## config.mk

```make
export PLATFORM = sky130hd
export DESIGN_NAME = kahn_topological_sort_unit_flat
export DESIGN_NICKNAME = d
export VERILOG_FILES = /design/src/hw/rtl/kts_pkg.sv /design/src/hw/rtl/kts_if.sv /design/src/hw/rtl/kts_dp.sv /design/src/hw/rtl/kts_ctrl.sv /design/src/hw/rtl/kahn_topological_sort_unit.sv /design/src/flat_wrapper.sv
export SDC_FILE = /design/constraint.sdc
export NUM_CORES = 2
export LEC_CHECK = 0
export BUFFER_PORTS_ARGS = -buffer_cell sky130_fd_sc_hd__buf_4
export CAP_MARGIN = 20
export CORE_MARGIN = 2
export CORE_UTILIZATION = 30
export CTS_CLUSTER_SIZE = 30
export DETAILED_ROUTE_END_ITERATION = 7
export SLEW_MARGIN = 20
export SYNTH_ARGS = -nofsm -noshare
export SYNTH_HDL_FRONTEND = slang
export SYNTH_SLANG_ARGS = --single-unit
export TNS_END_PERCENT = 5
```

## constraint.sdc

```tcl
create_clock -name clk -period 4.4 [get_ports clk]
set_clock_uncertainty 0.2 [all_clocks]
set_input_delay 0.88 -clock clk [delete_from_list [all_inputs] [get_ports clk]]
set_output_delay 0.88 -clock clk [all_outputs]
set_load 0.03 [all_outputs]
```

## src/hw/rtl/kts_pkg.sv

```systemverilog
// ----------------------------------------------------------------------------
// kts_pkg
// Shared constants, widths and controller/datapath command and status types
// for the topological sort unit.
// ----------------------------------------------------------------------------
package kts_pkg;

  localparam int MAX_VERTICES = 64;
  localparam int MAX_EDGES    = 256;

  localparam int VERTEX_W = 6;
  localparam int COUNT_W  = 7;
  localparam int EDGE_AW  = (MAX_EDGES > 1) ? $clog2(MAX_EDGES) : 1;
  localparam int EDGE_CW  = $clog2(MAX_EDGES + 1);
  localparam int DEG_W    = EDGE_CW;
  localparam int QUEUE_AW = $clog2(MAX_VERTICES);
  localparam int QUEUE_CW = $clog2(MAX_VERTICES + 1);

  localparam logic [0:0] CMD_LOAD  = 1'b0;
  localparam logic [0:0] CMD_START = 1'b1;

  typedef struct packed {
    logic [VERTEX_W-1:0] src;
    logic [VERTEX_W-1:0] dst;
  } edge_t;

  typedef struct packed {
    logic load_edge;
    logic i_clr;
    logic i_inc;
    logic e_clr;
    logic e_inc;
    logic queue_clr;
    logic deg_zero_wr;
    logic edge_rd;
    logic deg_rd_dst;
    logic deg_inc_wr;
    logic deg_rd_i;
    logic queue_push_i;
    logic queue_rd_head;
    logic u_load;
    logic deg_dec;
    logic total_clr;
    logic queue_rd_i;
    logic out_load_order;
    logic out_load_cycle;
  } dp_cmd_t;

  typedef struct packed {
    logic i_lt_n;
    logic i_last;
    logic e_lt_total;
    logic edge_ok;
    logic edge_match;
    logic head_lt_tail;
    logic tail_eq_n;
    logic n_zero;
    logic out_free;
  } dp_status_t;

endpackage

```

## src/hw/rtl/kts_if.sv

```systemverilog
// ----------------------------------------------------------------------------
// kts_if
// Valid/ready channel interfaces: request items, result items and the
// vertex count write port.
// ----------------------------------------------------------------------------
interface kts_req_if;
  logic                          valid;
  logic                          ready;
  logic                          cmd;
  logic [kts_pkg::VERTEX_W-1:0]  edge_source;
  logic [kts_pkg::VERTEX_W-1:0]  edge_dest;

  modport source (output valid, output cmd, output edge_source, output edge_dest,
                  input ready);
  modport sink (input valid, input cmd, input edge_source, input edge_dest,
                output ready);
endinterface

interface kts_res_if;
  logic                          valid;
  logic                          ready;
  logic [kts_pkg::VERTEX_W-1:0]  vertex;
  logic                          last;
  logic                          has_cycle;

  modport source (output valid, output vertex, output last, output has_cycle,
                  input ready);
  modport sink (input valid, input vertex, input last, input has_cycle,
                output ready);
endinterface

interface kts_cfg_if;
  logic                          valid;
  logic                          ready;
  logic [kts_pkg::COUNT_W-1:0]   vertex_count;

  modport source (output valid, output vertex_count, input ready);
  modport sink (input valid, input vertex_count, output ready);
endinterface

```

## src/hw/rtl/kts_dp.sv

```systemverilog
// ----------------------------------------------------------------------------
// kts_dp
// Datapath: edge store, in-degree and ready-queue memories, counters,
// vertex count register and the result output register.
// ----------------------------------------------------------------------------
module kts_dp (
  input  logic                          clk,
  input  logic                          rst,
  input  kts_pkg::dp_cmd_t              cmd,
  output kts_pkg::dp_status_t           status,
  input  logic                          cfg_we,
  input  logic [kts_pkg::COUNT_W-1:0]   cfg_data,
  input  logic [kts_pkg::VERTEX_W-1:0]  edge_source,
  input  logic [kts_pkg::VERTEX_W-1:0]  edge_dest,
  output logic                          out_valid,
  input  logic                          out_ready,
  output logic [kts_pkg::VERTEX_W-1:0]  vertex,
  output logic                          last,
  output logic                          has_cycle
);

  logic [kts_pkg::COUNT_W-1:0]   vertex_count;
  logic [kts_pkg::COUNT_W-1:0]   n;
  logic [kts_pkg::EDGE_CW-1:0]   total;
  logic [kts_pkg::EDGE_CW-1:0]   e;
  logic [kts_pkg::COUNT_W-1:0]   i;
  logic [kts_pkg::QUEUE_CW-1:0]  head;
  logic [kts_pkg::QUEUE_CW-1:0]  tail;
  logic [kts_pkg::VERTEX_W-1:0]  u;

  kts_pkg::edge_t                edge_mem [kts_pkg::MAX_EDGES];
  kts_pkg::edge_t                edge_q;
  logic [kts_pkg::DEG_W-1:0]     deg_mem [kts_pkg::MAX_VERTICES];
  logic [kts_pkg::DEG_W-1:0]     deg_q;
  logic [kts_pkg::VERTEX_W-1:0]  queue_mem [kts_pkg::MAX_VERTICES];
  logic [kts_pkg::VERTEX_W-1:0]  queue_q;

  logic                          load_ok;
  logic                          push_dec;
  logic                          deg_we;
  logic [kts_pkg::QUEUE_AW-1:0]  deg_wa;
  logic [kts_pkg::QUEUE_AW-1:0]  deg_ra;
  logic [kts_pkg::DEG_W-1:0]     deg_wd;
  logic                          queue_we;
  logic [kts_pkg::VERTEX_W-1:0]  queue_wd;
  logic [kts_pkg::QUEUE_AW-1:0]  queue_ra;
  logic                          edge_dst_in;

  assign n = (vertex_count > kts_pkg::COUNT_W'(kts_pkg::MAX_VERTICES)) ?
             kts_pkg::COUNT_W'(kts_pkg::MAX_VERTICES) : vertex_count;

  assign load_ok = (kts_pkg::COUNT_W'(edge_source) < n) &&
                   (kts_pkg::COUNT_W'(edge_dest) < n) &&
                   (total < kts_pkg::EDGE_CW'(kts_pkg::MAX_EDGES));

  assign edge_dst_in = kts_pkg::COUNT_W'(edge_q.dst) < n;
  assign push_dec = cmd.deg_dec && (deg_q == kts_pkg::DEG_W'(1)) &&
                    (tail < kts_pkg::QUEUE_CW'(kts_pkg::MAX_VERTICES));

  always_comb begin
    deg_we = cmd.deg_zero_wr || cmd.deg_inc_wr ||
             (cmd.deg_dec && (deg_q != '0));
    deg_wa = cmd.deg_zero_wr ? i[kts_pkg::QUEUE_AW-1:0] :
             kts_pkg::QUEUE_AW'(edge_q.dst);
    deg_wd = '0;
    if (cmd.deg_inc_wr) begin
      deg_wd = deg_q + kts_pkg::DEG_W'(1);
    end else if (cmd.deg_dec) begin
      deg_wd = deg_q - kts_pkg::DEG_W'(1);
    end
    deg_ra = cmd.deg_rd_dst ? kts_pkg::QUEUE_AW'(edge_q.dst) : i[kts_pkg::QUEUE_AW-1:0];
    queue_we = (cmd.queue_push_i && (deg_q == '0)) || push_dec;
    queue_wd = cmd.queue_push_i ? i[kts_pkg::VERTEX_W-1:0] : edge_q.dst;
    queue_ra = cmd.queue_rd_head ? head[kts_pkg::QUEUE_AW-1:0] : i[kts_pkg::QUEUE_AW-1:0];
  end

  always_ff @(posedge clk) begin
    if (cmd.load_edge && load_ok) begin
      edge_mem[total[kts_pkg::EDGE_AW-1:0]] <= '{src: edge_source, dst: edge_dest};
    end
    if (cmd.edge_rd) begin
      edge_q <= edge_mem[e[kts_pkg::EDGE_AW-1:0]];
    end
  end

  always_ff @(posedge clk) begin
    if (deg_we) begin
      deg_mem[deg_wa] <= deg_wd;
    end
    if (cmd.deg_rd_dst || cmd.deg_rd_i) begin
      deg_q <= deg_mem[deg_ra];
    end
  end

  always_ff @(posedge clk) begin
    if (queue_we) begin
      queue_mem[tail[kts_pkg::QUEUE_AW-1:0]] <= queue_wd;
    end
    if (cmd.queue_rd_head || cmd.queue_rd_i) begin
      queue_q <= queue_mem[queue_ra];
    end
  end

  always_ff @(posedge clk) begin
    if (rst) begin
      vertex_count <= kts_pkg::COUNT_W'(1);
      total        <= '0;
      e            <= '0;
      i            <= '0;
      head         <= '0;
      tail         <= '0;
      out_valid    <= 1'b0;
    end else begin
      if (cfg_we) begin
        vertex_count <= cfg_data;
      end
      if (cmd.total_clr) begin
        total <= '0;
      end else if (cmd.load_edge && load_ok) begin
        total <= total + kts_pkg::EDGE_CW'(1);
      end
      if (cmd.e_clr) begin
        e <= '0;
      end else if (cmd.e_inc) begin
        e <= e + kts_pkg::EDGE_CW'(1);
      end
      if (cmd.i_clr) begin
        i <= '0;
      end else if (cmd.i_inc) begin
        i <= i + kts_pkg::COUNT_W'(1);
      end
      if (cmd.queue_clr) begin
        head <= '0;
      end else if (cmd.queue_rd_head) begin
        head <= head + kts_pkg::QUEUE_CW'(1);
      end
      if (cmd.queue_clr) begin
        tail <= '0;
      end else if (queue_we) begin
        tail <= tail + kts_pkg::QUEUE_CW'(1);
      end
      if (cmd.out_load_order || cmd.out_load_cycle) begin
        out_valid <= 1'b1;
      end else if (out_ready) begin
        out_valid <= 1'b0;
      end
    end
  end

  always_ff @(posedge clk) begin
    if (cmd.u_load) begin
      u <= queue_q;
    end
    if (cmd.out_load_order) begin
      vertex    <= queue_q;
      last      <= status.i_last;
      has_cycle <= 1'b0;
    end else if (cmd.out_load_cycle) begin
      vertex    <= '0;
      last      <= 1'b1;
      has_cycle <= 1'b1;
    end
  end

  always_comb begin
    status.i_lt_n       = i < n;
    status.i_last       = (i + kts_pkg::COUNT_W'(1)) == n;
    status.e_lt_total   = e < total;
    status.edge_ok      = (kts_pkg::COUNT_W'(edge_q.src) < n) && edge_dst_in;
    status.edge_match   = (edge_q.src == u) && edge_dst_in;
    status.head_lt_tail = head < tail;
    status.tail_eq_n    = kts_pkg::COUNT_W'(tail) == n;
    status.n_zero       = n == '0;
    status.out_free     = !out_valid || out_ready;
  end

endmodule

```

## src/hw/rtl/kts_ctrl.sv

```systemverilog
// ----------------------------------------------------------------------------
// kts_ctrl
// Sequencer for edge loading and the sort passes: clear, count, seed,
// release, and result emission.
// ----------------------------------------------------------------------------
module kts_ctrl (
  input  logic                 clk,
  input  logic                 rst,
  input  logic                 req_valid,
  input  logic                 req_cmd,
  output logic                 req_ready,
  output kts_pkg::dp_cmd_t     cmd,
  input  kts_pkg::dp_status_t  status
);

  typedef enum logic [3:0] {
    S_IDLE,
    S_CLEAR,
    S_CNT_RD,
    S_CNT_EDGE,
    S_CNT_WR,
    S_SEED_RD,
    S_SEED_CHK,
    S_DEQ,
    S_DEQ_WAIT,
    S_REL_RD,
    S_REL_EDGE,
    S_REL_DEC,
    S_FINISH,
    S_OUT_RD,
    S_OUT_LOAD,
    S_OUT_CYCLE
  } state_t;

  state_t state;
  state_t state_next;

  assign req_ready = state == S_IDLE;

  always_comb begin
    state_next = state;
    cmd        = '0;
    case (state)
      S_IDLE: begin
        if (req_valid) begin
          if (req_cmd == kts_pkg::CMD_LOAD) begin
            cmd.load_edge = 1'b1;
          end else begin
            cmd.i_clr     = 1'b1;
            cmd.queue_clr = 1'b1;
            state_next    = S_CLEAR;
          end
        end
      end
      S_CLEAR: begin
        if (status.i_lt_n) begin
          cmd.deg_zero_wr = 1'b1;
          cmd.i_inc       = 1'b1;
        end else begin
          cmd.e_clr  = 1'b1;
          state_next = S_CNT_RD;
        end
      end
      S_CNT_RD: begin
        if (status.e_lt_total) begin
          cmd.edge_rd = 1'b1;
          state_next  = S_CNT_EDGE;
        end else begin
          cmd.i_clr  = 1'b1;
          state_next = S_SEED_RD;
        end
      end
      S_CNT_EDGE: begin
        if (status.edge_ok) begin
          cmd.deg_rd_dst = 1'b1;
          state_next     = S_CNT_WR;
        end else begin
          cmd.e_inc  = 1'b1;
          state_next = S_CNT_RD;
        end
      end
      S_CNT_WR: begin
        cmd.deg_inc_wr = 1'b1;
        cmd.e_inc      = 1'b1;
        state_next     = S_CNT_RD;
      end
      S_SEED_RD: begin
        if (status.i_lt_n) begin
          cmd.deg_rd_i = 1'b1;
          state_next   = S_SEED_CHK;
        end else begin
          state_next = S_DEQ;
        end
      end
      S_SEED_CHK: begin
        cmd.queue_push_i = 1'b1;
        cmd.i_inc        = 1'b1;
        state_next       = S_SEED_RD;
      end
      S_DEQ: begin
        if (status.head_lt_tail) begin
          cmd.queue_rd_head = 1'b1;
          state_next        = S_DEQ_WAIT;
        end else begin
          state_next = S_FINISH;
        end
      end
      S_DEQ_WAIT: begin
        cmd.u_load = 1'b1;
        cmd.e_clr  = 1'b1;
        state_next = S_REL_RD;
      end
      S_REL_RD: begin
        if (status.e_lt_total) begin
          cmd.edge_rd = 1'b1;
          state_next  = S_REL_EDGE;
        end else begin
          state_next = S_DEQ;
        end
      end
      S_REL_EDGE: begin
        if (status.edge_match) begin
          cmd.deg_rd_dst = 1'b1;
          state_next     = S_REL_DEC;
        end else begin
          cmd.e_inc  = 1'b1;
          state_next = S_REL_RD;
        end
      end
      S_REL_DEC: begin
        cmd.deg_dec = 1'b1;
        cmd.e_inc   = 1'b1;
        state_next  = S_REL_RD;
      end
      S_FINISH: begin
        cmd.total_clr = 1'b1;
        cmd.i_clr     = 1'b1;
        if (status.n_zero) begin
          state_next = S_IDLE;
        end else if (!status.tail_eq_n) begin
          state_next = S_OUT_CYCLE;
        end else begin
          state_next = S_OUT_RD;
        end
      end
      S_OUT_RD: begin
        cmd.queue_rd_i = 1'b1;
        state_next     = S_OUT_LOAD;
      end
      S_OUT_LOAD: begin
        if (status.out_free) begin
          cmd.out_load_order = 1'b1;
          cmd.i_inc          = 1'b1;
          state_next         = status.i_last ? S_IDLE : S_OUT_RD;
        end
      end
      S_OUT_CYCLE: begin
        if (status.out_free) begin
          cmd.out_load_cycle = 1'b1;
          state_next         = S_IDLE;
        end
      end
      default: begin
        state_next = S_IDLE;
      end
    endcase
  end

  always_ff @(posedge clk) begin
    if (rst) begin
      state <= S_IDLE;
    end else begin
      state <= state_next;
    end
  end

endmodule

```

## src/hw/rtl/kahn_topological_sort_unit.sv

```systemverilog
// Load items are accepted back to back while idle. A start item clears the in-degrees,
// counts them over the stored in-range edges, seeds the queue with zero in-degree
// vertices and rescans the edge store per dequeued vertex to release successors. Then
// each ordered vertex, or else the cycle result, is loaded into the output register.
// Synchronous reset clears the controller, edge count, queue pointers and output
// valid, and sets vertex_count to 1; memories are not cleared.
// ----------------------------------------------------------------------------
// kahn_topological_sort_unit
// Topological sort engine: edge loading, Kahn sort sequencing and ordered
// vertex output.
// ----------------------------------------------------------------------------
module kahn_topological_sort_unit (
  input  logic        clk,
  input  logic        rst,
  kts_req_if.sink     request,
  kts_res_if.source   result,
  kts_cfg_if.sink     cfg
);

  kts_pkg::dp_cmd_t     dp_cmd;
  kts_pkg::dp_status_t  dp_status;

  assign cfg.ready = 1'b1;

  kts_ctrl u_ctrl (
    .clk       (clk),
    .rst       (rst),
    .req_valid (request.valid),
    .req_cmd   (request.cmd),
    .req_ready (request.ready),
    .cmd       (dp_cmd),
    .status    (dp_status)
  );

  kts_dp u_dp (
    .clk         (clk),
    .rst         (rst),
    .cmd         (dp_cmd),
    .status      (dp_status),
    .cfg_we      (cfg.valid),
    .cfg_data    (cfg.vertex_count),
    .edge_source (request.edge_source),
    .edge_dest   (request.edge_dest),
    .out_valid   (result.valid),
    .out_ready   (result.ready),
    .vertex      (result.vertex),
    .last        (result.last),
    .has_cycle   (result.has_cycle)
  );

`ifndef SYNTHESIS
  a_cycle_shape: assert property (@(posedge clk) disable iff (rst)
    (result.valid && result.has_cycle) |-> (result.last && (result.vertex == '0)))
    else $error("cycle result without last or with nonzero vertex");

  a_start_busy: assert property (@(posedge clk) disable iff (rst)
    (request.valid && request.ready && (request.cmd == kts_pkg::CMD_START))
      |=> !request.ready)
    else $error("request ready right after a start transfer");

  a_load_silent: assert property (@(posedge clk) disable iff (rst)
    (request.valid && request.ready && (request.cmd == kts_pkg::CMD_LOAD) &&
     !result.valid) |=> !result.valid)
    else $error("load transfer produced a result");
`endif

endmodule
```

## src/flat_wrapper.sv

```systemverilog
// flat-port wrapper written by rule: the top's interface ports become plain ports
module kahn_topological_sort_unit_flat 
  (clk, rst, request_valid, request_cmd, request_edge_source, request_edge_dest, request_ready, result_valid, result_vertex, result_last, result_has_cycle, result_ready, cfg_valid, cfg_vertex_count, cfg_ready);
  kts_req_if request_i ();
  kts_res_if result_i ();
  kts_cfg_if cfg_i ();
  input  logic clk;
  input  logic rst;
  input wire logic [$bits(request_i.valid)-1:0] request_valid;
  input wire logic [$bits(request_i.cmd)-1:0] request_cmd;
  input wire logic [$bits(request_i.edge_source)-1:0] request_edge_source;
  input wire logic [$bits(request_i.edge_dest)-1:0] request_edge_dest;
  output wire logic [$bits(request_i.ready)-1:0] request_ready;
  output wire logic [$bits(result_i.valid)-1:0] result_valid;
  output wire logic [$bits(result_i.vertex)-1:0] result_vertex;
  output wire logic [$bits(result_i.last)-1:0] result_last;
  output wire logic [$bits(result_i.has_cycle)-1:0] result_has_cycle;
  input wire logic [$bits(result_i.ready)-1:0] result_ready;
  input wire logic [$bits(cfg_i.valid)-1:0] cfg_valid;
  input wire logic [$bits(cfg_i.vertex_count)-1:0] cfg_vertex_count;
  output wire logic [$bits(cfg_i.ready)-1:0] cfg_ready;
  assign request_i.valid = request_valid;
  assign request_i.cmd = request_cmd;
  assign request_i.edge_source = request_edge_source;
  assign request_i.edge_dest = request_edge_dest;
  assign request_ready = request_i.ready;
  assign result_valid = result_i.valid;
  assign result_vertex = result_i.vertex;
  assign result_last = result_i.last;
  assign result_has_cycle = result_i.has_cycle;
  assign result_i.ready = result_ready;
  assign cfg_i.valid = cfg_valid;
  assign cfg_i.vertex_count = cfg_vertex_count;
  assign cfg_ready = cfg_i.ready;
  kahn_topological_sort_unit u_core (.clk(clk), .rst(rst), .request(request_i), .result(result_i), .cfg(cfg_i));
endmodule
```

==> impl_metrics.sql <==
INSERT INTO impl_metrics (metric_group, metric, value, unit) VALUES
('synthesis', 'ys.warnings.count', '0', ''),
('min_path', 'timing.hold.worst.class', 'input pin to flop', ''),
('synthesis', 'yosys.cell_count.top_type', 'sky130_fd_sc_hd__edfxtp_1', ''),
('run_status', 'failing_checks', 'design-rule violations', ''),
('grt', 'grt_pass1_wl', '613400', 'um'),
('synthesis', 'ys_seq_area_frac', '0.7609', ''),
('cells_and_area', 'drive_above_1_share', '0.2941', ''),
('synthesis', 'synthArstFlopShare', '0', ''),
('setup_path', 'r2r_setup_slack', '0.05', 'ns'),
('placement', 'gp_congestion', '0.9114', ''),
('synthesis', 'synth_fp_nets', '7961', ''),
('synthesis', 'ys_seq_elements', '4124', ''),
('die', 'initial_utilization', '0.3015', ''),
('synthesis', 'synth_compound_area_frac', '0.01867', ''),
('setup_path', 'path_class', 'flop to flop', ''),
('detailed_routing', 'final_antenna_net_count', '0', ''),
('synthesis', 'post_synth_mux_area_share', '0.1619', ''),
('placement', 'worst_setup_slack_before_clock_tree_synthesis', '-0.3195', 'ns'),
('run_status', 'status', 'finished with violations', ''),
('power', 'leakagePower', '59.31', 'nW'),
('cts', 'insertion_delay', '1.03', 'ns'),
('grt', 'first_global_vias', '83340', ''),
('synthesis', 'synth_top_area_share', '0.7545', ''),
('synthesis', 'synth_largest_area_cell', 'sky130_fd_sc_hd__edfxtp_1', ''),
('timing', 'timing.final.crit_share', '0.9896', ''),
('timing', 'timing.hold.ws', '0.1053', 'ns'),
('power', 'power.density', '447.9', 'nW/um2'),
('setup_path', 'worstPathArrival', '4.87', 'ns'),
('setup_path', 'setup.worst_path.end', 'u_core.u_dp.deg_q[3]', ''),
('detailed_routing', 'drt_first_pass_iters', '8', ''),
('synthesis', 'netlist_top_cells_area', 'sky130_fd_sc_hd__edfxtp_1, sky130_fd_sc_hd__mux4_2, sky130_fd_sc_hd__mux2i_1, sky130_fd_sc_hd__nor2_1, sky130_fd_sc_hd__nand2_1', ''),
('cts', 'cts_made_buffers', '403', ''),
('placement', 'port_buffers', '34', ''),
('die', 'chipHeight', '739.0', 'um'),
('timing', 'timing.slew.headroom', '0.2270', ''),
('detailed_routing', 'wl_per_cell', '26.34', 'um'),
('placement', 'hpwlAfterDp', '270100', 'um'),
('synthesis', 'ys_top_cells_by_count', 'sky130_fd_sc_hd__edfxtp_1, sky130_fd_sc_hd__mux4_2, sky130_fd_sc_hd__nor2_1, sky130_fd_sc_hd__nand2_1, sky130_fd_sc_hd__clkbuf_1', ''),
('setup_path', 'worst_path_max_fanout', '20', ''),
('detailed_routing', 'route.vias.total', '82890', ''),
('grt', 'grt_antenna_before_repair', '18', ''),
('synthesis', 'synthFlopType', 'sky130_fd_sc_hd__edfxtp_1', ''),
('detailed_routing', 'post_drt_via_cell_ratio', '5.108', ''),
('synthesis', 'synth.avg_cell_area', '20.56', 'um2'),
('setup_path', 'critical_path_startpoint', 'u_core.u_dp.vertex_count[6]', ''),
('synthesis', 'post_synth_instance_area', '162100', 'um2'),
('setup_path', 'r2r_cells', '18', ''),
('cts', 'cts_root_buf', 'sky130_fd_sc_hd__clkbuf_16', ''),
('die', 'core.rowCount', '269', ''),
('grt', 'grt-ovfl-total', '0', ''),
('cts', 'number_of_sinks_handled_by_clock_tree_synthesis', '4124', ''),
('setup_path', 'worstSetupEndpointType', 'flop', ''),
('timing', 'max_clock_freq', '229.7', 'MHz'),
('synthesis', 'netlist_instances', '7883', ''),
('synthesis', 'synth-edff-count', '4072', ''),
('setup_path', 'cp_data_required_time', '4.91', 'ns'),
('synthesis', 'synth_simple_gate_area_share', '0.03949', ''),
('setup_path', 'rr_startpoint', 'u_core.u_dp.vertex_count[6]', ''),
('die', 'floorplan.io_pins', '36', ''),
('cells_and_area', 'final-instance-count-excl-fill', '16230', ''),
('detailed_routing', 'detail_route.iter0.violations', '11010', ''),
('timing', 'shortest_period_the_worst_path_allows', '4.354', 'ns'),
('synthesis', 'synth.lib_cells_used.distinct', '70', ''),
('timing', 'report.final.hold_viol_count', '0', ''),
('detailed_routing', 'count_of_unresolved_drc_violations_after_routing', '1', ''),
('timing', 'slew_at_the_pin_closest_to_its_max_slew_limit', '1.147', 'ns'),
('placement', 'post-place-cells', '15450', ''),
('cts', 'clk_pin_slew_worst_paths', '0.07', 'ns'),
('die', 'fp.coreArea', '537500', 'um2'),
('cells_and_area', 'signed_area_change_from_the_synthesized_netlist_to_the_final_layout', '18.14', '%'),
('timing', 'finalSetupViolations', '0', '');
## worst max-delay path: stages (launching register included)
cell	delay, ns
sky130_fd_sc_hd__dfxtp_4	0.38
sky130_fd_sc_hd__nor2b_4	0.15
sky130_fd_sc_hd__inv_2	0.07
sky130_fd_sc_hd__ha_1	0.30
sky130_fd_sc_hd__a21o_1	0.22
sky130_fd_sc_hd__a21oi_2	0.14
sky130_fd_sc_hd__o22a_1	0.22
sky130_fd_sc_hd__o311ai_4	0.12
sky130_fd_sc_hd__buf_12	0.17
sky130_fd_sc_hd__mux2i_4	0.18
sky130_fd_sc_hd__buf_12	0.15
sky130_fd_sc_hd__buf_12	0.16
sky130_fd_sc_hd__buf_4	0.20
sky130_fd_sc_hd__buf_4	0.17
sky130_fd_sc_hd__nand2_1	0.09
sky130_fd_sc_hd__nand3_1	0.10
sky130_fd_sc_hd__a32oi_2	0.28
sky130_fd_sc_hd__nand4_1	0.24
sky130_fd_sc_hd__or4_1	0.52
## flip-flops by register name, indices dropped and copies added (netlist names)
| signal | cells |
|---|---|
| u_core.u_dp.out_valid | 1 |
| u_core.u_dp.tail | 7 |
| u_core.u_dp.edge_mem | 3072 |
| u_core.u_dp.last | 1 |
| u_core.u_dp.vertex | 6 |
| u_core.u_ctrl.state | 4 |
| u_core.u_dp.i | 7 |
| u_core.u_dp.deg_mem | 576 |
| u_core.u_dp.queue_mem | 384 |
| u_core.u_dp.head | 7 |
| u_core.u_dp.total | 9 |
| u_core.u_dp.vertex_count | 7 |
| u_core.u_dp.e | 9 |
| u_core.u_dp.edge_q | 12 |
| u_core.u_dp.has_cycle | 1 |
| u_core.u_dp.u | 6 |
| u_core.u_dp.queue_q | 6 |
| u_core.u_dp.deg_q | 9 |
## stage by stage
stage | util | power (mW) | cell area [um2]
4_1_cts | 0.3550 | 86.30 | 190800
3_5_place_dp | 0.3299 | 51.89 | 177300
3_3_place_gp | 0.3299 | 51.82 | 177300
5_1_grt | 0.3562 | 88.27 | 191500
6_report | 0.3562 | 85.76 | 191500
2_1_floorplan | - | 48.60 | 162100
## placed cells by master (no fill, tap or decap), drive strengths merged, types with 57 or more instances in the layout
| cell | n |
|---|---|
| buf | 853 |
| nand3 | 187 |
| mux2 | 67 |
| nor3 | 73 |
| mux2i | 251 |
| and3 | 77 |
| a21oi | 57 |
| clkinv | 175 |
| edfxtp | 4072 |
| a32oi | 58 |
| nor2 | 449 |
| nand2 | 430 |
| inv | 58 |
| mux4 | 1019 |
| clkbuf | 483 |
## layer usage
| metal | track usage | vias up | share of wire | routed length [um] |
|---|---|---|---|---|
| met1 | 0.2140 | 44190 | 0.42 | 179000 |
| li1 | - | 34360 | - | - |
| met3 | 0.02544 | 626 | 0.080 | 34060 |
| met2 | 0.2430 | 3711 | 0.47 | 202700 |
| met5 | 0 | - | 0.000096 | 41 |
| met4 | 0.03849 | 6 | 0.027 | 11460 |
## cell type report
type / count / area, um2
inverter: 34 / 130.1
clock inverter: 263 / 2744
timing repair buffer: 872 / 8382
sequential: 4124 / 123300
multi-input combinational: 3272 / 37430
antenna: 5 / 12.51
tap: 7181 / 8985
fill: 49070 / 346000
clock buffer: 476 / 10440
## worst min path at each step
stage | from | endpoint | slack (ns) | depth (start not counted)
2_1_floorplan | u_core.u_dp.queue_q[0] | u_core.u_dp.u[0] | 0.22 | 0
3_3_place_gp | u_core.u_dp.head[6] | u_core.u_dp.head[6] | 0.28 | 2
3_5_place_dp | u_core.u_dp.has_cycle | u_core.u_dp.has_cycle | 0.30 | 1
4_1_cts | cfg_vertex_count[2] | u_core.u_dp.vertex_count[2] | 0.008 | 3
5_1_grt | cfg_vertex_count[0] | u_core.u_dp.vertex_count[0] | 0.06 | 2
6_report | cfg_vertex_count[2] | u_core.u_dp.vertex_count[2] | 0.11 | 3
## what timing repair did
| action | CTS | global route |
|---|---|---|
| gates cloned | 1 | 7 |
| hold buffers | 12 | 0 |
| endpoints found under the setup margin | 14 | 111 |
| endpoints found under the hold margin | 24 | 0 |
| setup buffers | 1 | 18 |
| gates resized for setup | 21 | 72 |
| pin swaps | 8 | 24 |
## logic make-up (layout without fill, tap and decap cells)
family | count (synthesis) | count (layout)
compound gates | 409 | 409
xor+xnor | 52 | 52
fa+ha+maj | 53 | 53
buf+inv | 487 | 1645
flops | 4124 | 4124
mux | 1337 | 1337
other cells | 1 | 6
simple gates | 1420 | 1420
## report_power, final
part | switching (mW) | internal (mW) | leakage [nW] | total (mW)
Clock | 15.0 | 19.5 | 6.37 | 34.6
Sequential | 0.0519 | 43.2 | 37.0 | 43.3
Combinational | 4.62 | 3.27 | 16.0 | 7.89
Total | 19.7 | 66.0 | 59.3 | 85.8
No activity file was read; power rests on OpenSTA's default activity.
